### src/rtl/bdr_pkg.sv
// Package for the bus decoded byte RAM: field widths, status and register codes,
// and the control struct passed from the decoder to the datapath. No dependencies.
`timescale 1ns / 1ps

package bdr_pkg;

   localparam int BDR_RAM_BYTES = 65536;

   localparam int BDR_ADDR_W  = 64;
   localparam int BDR_DATA_W  = 64;
   localparam int BDR_WIDTH_W = 4;
   localparam int BDR_KIND_W  = 3;
   localparam int BDR_STAT_W  = 2;
   localparam int BDR_SIZE_W  = 17;
   localparam int BDR_LANES   = 8;
   localparam int BDR_LANE_W  = 3;

   localparam int BDR_CSR_IDX_W = 2;
   localparam logic [BDR_CSR_IDX_W-1:0] BDR_CSR_RAM_BASE = 2'd0;
   localparam logic [BDR_CSR_IDX_W-1:0] BDR_CSR_RAM_SIZE = 2'd1;

   localparam logic [BDR_SIZE_W-1:0] BDR_RAM_SIZE_RESET = 17'h10000;

   localparam logic BDR_OP_READ  = 1'b0;
   localparam logic BDR_OP_WRITE = 1'b1;

   typedef enum logic [BDR_STAT_W-1:0] {
      BDR_ST_OK        = 2'd0,
      BDR_ST_BAD_WIDTH = 2'd1,
      BDR_ST_UNMAPPED  = 2'd2
   } bdr_status_type;

   typedef struct packed {
      bdr_status_type          status;
      logic [BDR_LANE_W-1:0]   lane_lo;
   } bdr_ctl_type;

endpackage

### src/rtl/bdr_decode.sv
// Access decoder: width check, window containment, and per-bank row, write enable
// and write byte for the eight byte banks. Depends on bdr_pkg.
`timescale 1ns / 1ps

module bdr_decode #(
   parameter int RAM_BYTES = bdr_pkg::BDR_RAM_BYTES,
   parameter int ROW_W     = 13,
   parameter int SIZE_W    = 17
) (
   input  logic                              opcode,
   input  logic [bdr_pkg::BDR_WIDTH_W-1:0]   access_width,
   input  logic [bdr_pkg::BDR_DATA_W-1:0]    write_data,
   input  logic [bdr_pkg::BDR_ADDR_W:0]      diff,
   input  logic [bdr_pkg::BDR_SIZE_W-1:0]    ram_size,
   output bdr_pkg::bdr_ctl_type              ctl,
   output logic [bdr_pkg::BDR_LANES-1:0]     bank_we,
   output logic [ROW_W-1:0]                  bank_row   [bdr_pkg::BDR_LANES],
   output logic [7:0]                        bank_wdata [bdr_pkg::BDR_LANES]
);
   import bdr_pkg::*;

   logic [SIZE_W-1:0]   win_size;
   logic [SIZE_W-1:0]   off;
   logic [SIZE_W:0]     off_end;
   logic                width_ok;
   logic                mapped;
   logic [ROW_W-1:0]    row0;
   logic [BDR_LANE_W-1:0] lo;

   always_comb begin
      if (64'(ram_size) > 64'(RAM_BYTES)) begin
         win_size = SIZE_W'(RAM_BYTES);
      end else begin
         win_size = SIZE_W'(ram_size);
      end
   end

   assign off      = diff[SIZE_W-1:0];
   assign off_end  = {1'b0, off} + (SIZE_W+1)'(access_width);
   assign width_ok = access_width inside {4'd1, 4'd2, 4'd4, 4'd8};
   assign mapped   = !diff[BDR_ADDR_W] && (diff[BDR_ADDR_W-1:SIZE_W] == '0)
                     && (off_end <= {1'b0, win_size});
   assign lo       = off[BDR_LANE_W-1:0];
   assign row0     = ROW_W'(off >> BDR_LANE_W);

   always_comb begin
      ctl.lane_lo = lo;
      if (!width_ok) begin
         ctl.status = BDR_ST_BAD_WIDTH;
      end else if (!mapped) begin
         ctl.status = BDR_ST_UNMAPPED;
      end else begin
         ctl.status = BDR_ST_OK;
      end
   end

   for (genvar b = 0; b < BDR_LANES; b++) begin : g_bank
      logic [BDR_LANE_W-1:0] lane;
      assign lane = BDR_LANE_W'(b) - lo;
      assign bank_row[b]   = row0 + ROW_W'(BDR_LANE_W'(b) < lo);
      assign bank_wdata[b] = write_data[lane*8 +: 8];
      assign bank_we[b]    = (opcode == BDR_OP_WRITE) && (ctl.status == BDR_ST_OK)
                             && ({1'b0, lane} < access_width);
   end

endmodule

### config.mk
export PLATFORM = sky130hd
export DESIGN_NAME = bdr_decode
export DESIGN_NICKNAME = d
export VERILOG_FILES = /design/src/rtl/bdr_pkg.sv /design/src/rtl/bdr_decode.sv
export SDC_FILE = /design/constraint.sdc
export NUM_CORES = 1
export LEC_CHECK = 0
export BUFFER_PORTS_ARGS = -buffer_cell sky130_fd_sc_hd__buf_4
export CAP_MARGIN = 0
export CORE_AREA = 10 10 121 123
export DETAILED_ROUTE_END_ITERATION = 12
export DIE_AREA = 0 0 131 133
export PLACE_DENSITY_LB_ADDON = 0.05
export SETUP_SLACK_MARGIN = 0.02
export SYNTH_ARGS = -nofsm -noshare
export SYNTH_HDL_FRONTEND = slang
export SYNTH_SLANG_ARGS = --single-unit
### constraint.sdc
create_clock -name vclk -period 9.6
set_input_delay 1.44 -clock vclk [all_inputs]
set_output_delay 1.44 -clock vclk [all_outputs]
set_load 0.1 [all_outputs]
## Yosys cells after proc, flatten, opt, wreduce, memory -nomap -nowiden

Cells that the tools add are included.
Widths: inputs -> output; s select.

| cells by class | value |
|---|---|
| eq/ne operators | 4 |
| shift operators | 8 |
| reduce and logical (&&, ||, !) cells | 15 |
| multiplexer cells | 3 |
| $lt $le $gt $ge | 18 |
| add/sub/neg operators | 17 |

Operators by type and width:

| kind | count |
|---|---|
| $shiftx 64x7->8 | 8 |
| $add 13x1->13 | 8 |
| $logic_not 47->1 | 1 |
| $lt 3x4->1 | 8 |
| $add 17x4->18 | 1 |
| $le 18x17->1 | 1 |
| $gt 17x17->1 const B | 1 |
| $mux 17 | 1 |
| $lt 3x3->1 const A | 4 |
| $sub 3x3->3 const A | 4 |
| $logic_and 1x1->1 | 11 |
| $lt 1x3->1 const A | 2 |
| $lt 2x3->1 const A | 2 |
| $sub 1x3->3 const A | 2 |
| $sub 2x3->3 const A | 2 |
| $eq 4x1->1 const B | 1 |
| $eq 4x2->1 const B | 1 |
| $eq 4x3->1 const B | 1 |
| $eq 4x4->1 const B | 1 |
| $mux 2 | 2 |
| $reduce_bool 4->1 | 1 |
| $logic_not 2->1 | 1 |
| $logic_not 1->1 | 1 |

| storage, ports and cells | value |
|---|---|
| output and inout port bits | 181 |
| register bits | 0 |
| logic and storage cells | 65 |

## Logic depth before layout (Yosys ltp)

| logic depth | value |
|---|---|
| word-level depth | 9 |
| depth in mapped cells | 17 |
| mapped depth without buffers | 14 |

## Worst setup path after synthesis

Ideal clock, no wire load.

| path | value |
|---|---|
| path type | input -> output |
| from | in diff[1] in the netlist's numbering |
| to | out bank_we[0] in the netlist's numbering |
| slack | 1.749 ns |
| path buffers | 4 |
| stages on the path | 17 |
| arrival | 6.411 ns |
| cells stage by stage | buf_2 > buf_2 > buf_2 > inv_1 > ha_1 > a21oi_1 > nand4b_1 > a31oi_1 > nand2_1 > xnor2_1 > ha_1 > nand4_2 > nor3_2 > nand3_1 > a2111o_1 > buf_6 > nor4_2 |

| between the ends | value |
|---|---|
| cells in the longest elaborated chain, start to end | 8 |
| elaborated cells between the ends (all ways) | 10 |
| those cells by class | add/sub (2); order compare (2); mux (2); reduce/logical (4) |

Ends and longest elaborated chain:

| element | line | text |
|---|---|---|
| start, declared | bdr_decode.sv:13 | `input logic [bdr_pkg::BDR_ADDR_W:0] diff,` |
| $add 17x4->18 | bdr_decode.sv:39 | `assign off_end = {1'b0, off} + (SIZE_W+1)'(access_width);` |
| $le 18x17->1 | bdr_decode.sv:42 | `&& (off_end <= {1'b0, win_size});` |
| $logic_and 1x1->1 | bdr_decode.sv:42 |  |
| $mux 2 | bdr_decode.sv:50 | `end else if (!mapped) begin` |
| $mux 2 | bdr_decode.sv:48 | `if (!width_ok) begin` |
| $logic_not 2->1 | bdr_decode.sv:62 | `assign bank_we[b] = (opcode == BDR_OP_WRITE) && (ctl.status == BDR_ST_OK)` |
| $logic_and 1x1->1 | bdr_decode.sv:62 |  |
| $logic_and 1x1->1 (*) | bdr_decode.sv:63 | `&& ({1'b0, lane} < access_width);` |
| end, declared | bdr_decode.sv:16 | `output logic [bdr_pkg::BDR_LANES-1:0] bank_we,` |

Mark *: on every way between the ends. The rest lies on a longest branch, timed or not.

## Worst setup path after layout

| path | value |
|---|---|
| from | in diff[2] in the netlist's numbering |
| to | out bank_we[2] in the netlist's numbering |

The elaborated chain is that of the path after synthesis.

==> impl_results.md <==
* Grt total ovfl at 0
* Worst VDD drop at 0.127 mV
* Die ar. at 0.0174 mm2
* FFs & Latches at 0
* Final ANT Viol Nets at 0
* TritonRoute pass-1 iters at 5
* Antenna violations before repair at 0
* CP arrival at 5.89 ns
* Rel. slew slack at 15.0%
* Vias post-DR at 5895
* Post-CTS Setup Bufs at 0
* Storage cell area at 0 um2
* Min setup slack post-route at 2.27 ns
* Max Freq at 136 MHz
* CP max stage cell: a2111o_1
* Wire per inst at 20.7 um
* Final Power at 0.996 mW
* Clkbuf count at 0
* Required @ worst endpoint at 8.16 ns
* Place WS at 2.24 ns
* Mapped cell area at 0.00522 mm2
* Core area at 0.0124 mm2
* CP delay by family, top: buffers and inverters
* Commonest non-fill, non-tap cell in the layout: buf_4
* Port bufs at 332
* Proportion of layout cells with a drive suffix above 1 at 49.1%
* # diodes at 0
* Total wire length at 22.3 mm
* Critical path buffers and inverters at 3
* Max-cap viol count at 0
* Die height at 133 um
* Mean post-synth cell area at 8.30 um2
* Critical path class: in -> out
* Final HPWL DP at 19.1 mm
* Hold depth at 2
* Fill count at 1104
* Leading cell types in the layout, fill and taps excluded: 334 x buf_4, 156 x nand2_1, 64 x mux4_2
* Leak Pwr at 3.57 nW
* Post-Route Setup TNS at 0 ns
* Rows at 41
* Layout Nets at 1113
* Setup Viol. Count Final at 0
* Max Slew Vio Count at 0
* Crit path cell chain: buf_4 > clkinv_1 > ha_1 > nor2b_1 > o21a_1 > o21ai_1 > nor2_1 > xor2_1 > ha_1 > nand4_2 > nor3_2 > nand3_1 > a2111o_1 > nor4_2 > buf_4
* Vias in the first global route at 6037
* Critical Path Start Type: input pin
* Outcome: finished clean
* Hold Crit Class: in -> out
* Largest net degree at the start of global routing at 69
* First-pass GRT wire length at 33.7 mm
* Crit path time final at 7.33 ns
* Syn. warnings at 0
* 1st-iter DRT viols at 357
* Detailed-route vias per instance at 5.48
* Slew at the pin closest to its max-slew limit at 1.27 ns
* Area delta synth->final at 46.2%
* Synthesized net count at 836
* I/O pins at 332
* Post-synthesis instance total at 629
* CP peak stage delay at 0.61 ns
* RSZ-0062 raised after global routing: no
* Die W at 131 um
* Crit. End Element: output port
* DRC at 0
* Seq/Total Area, Yosys at 0%
* Yosys cell types at 48
* WP depth at 15
* Count of hold-fix buffers inserted at cts at 0
* Final hold violations at 0
* PD cells at 131 mW/mm2
* Starting Density at 42.2%
* Total track usage at 23.6%
* CP Max Fanout at 26
* Final cycle utilization of the critical path at 76.4%
* Post-cts sizing count at 0
* GPL Wtd Cong at 0.860
synth_stat cells (2+ instances only):
| library cell | count | area, um2 |
|---|---|---|
| ha_1 | 54 | 676 |
| xnor2_2 | 2 | 32.5 |
| clkbuf_1 | 18 | 67.6 |
| o211ai_1 | 8 | 60.1 |
| nor2_1 | 49 | 184 |
| buf_2 | 18 | 90.1 |
| buf_1 | 5 | 18.8 |
| nor2b_1 | 2 | 12.5 |
| nor4_2 | 8 | 100 |
| nor4_1 | 16 | 100 |
| and4_1 | 3 | 26.3 |
| clkinv_1 | 2 | 7.51 |
| buf_4 | 17 | 128 |
| nand3_1 | 7 | 35.0 |
| and3_1 | 4 | 25.0 |
| fa_1 | 2 | 40.0 |
| nor3_1 | 2 | 10.0 |
| o21ai_0 | 5 | 25.0 |
| a211oi_1 | 2 | 15.0 |
| a21o_1 | 2 | 15.0 |
| a21boi_0 | 2 | 15.0 |
| mux4_2 | 64 | 1440 |
| nand2_1 | 156 | 586 |
| nand4_1 | 8 | 50.1 |
| a21oi_1 | 16 | 80.1 |
| and2_1 | 2 | 12.5 |
| xor2_1 | 50 | 438 |
| mux2_2 | 31 | 349 |
| xnor2_1 | 43 | 377 |
| inv_1 | 13 | 48.8 |
cell families after synthesis:
logic type	Yosys count	synth area share, %
AO/OA/AOI/OAI	45	5.63
XOR/XNOR	95	16.2
adder cells (fa/ha/maj)	56	13.7
buffers and inverters	75	7.19
multiplexers	96	34.5
AND/OR/NAND/NOR	262	22.7
through the flow:
stage | hold slack, ns | instance area [um2] | utilization, % | instances
2_1_floorplan | 3.09 | 5220 | - | 629
3_3_place_gp | 3.27 | 7630 | 61.7 | 1076
3_5_place_dp | 3.28 | 7630 | 61.7 | 1076
4_1_cts | 3.28 | 7630 | 61.7 | 1076
5_1_grt | 3.29 | 7630 | 61.7 | 1076
6_report | 3.28 | 7630 | 61.7 | 1076
power breakdown:
group	switching [mW]	internal, mW
clock network	0	0
logic	0.745	0.251
registers	0	0
total	0.745	0.251
metal layers:
metal	track usage, %	share of wire, %
met4	2.66	1.4
met2	45.0	52
met3	6.75	10
met5	0	0
met1	25.3	36
worst paths after layout:
path	endpoint	slack (ns)	from
max	bank_we[2]	2.27	diff[2]
min	bank_row[0]	3.28	diff[3]
cell type report:
| type | instances | area [um2] | area share [%] |
|---|---|---|---|
| multi-input cells | 554 | 4850 | 63.5 |
| repair buffers | 334 | 2510 | 32.9 |
| well taps | 172 | 215 | 2.82 |
| inverters | 16 | 60.1 | 0.787 |
Power figures use the tool's default switching activity.
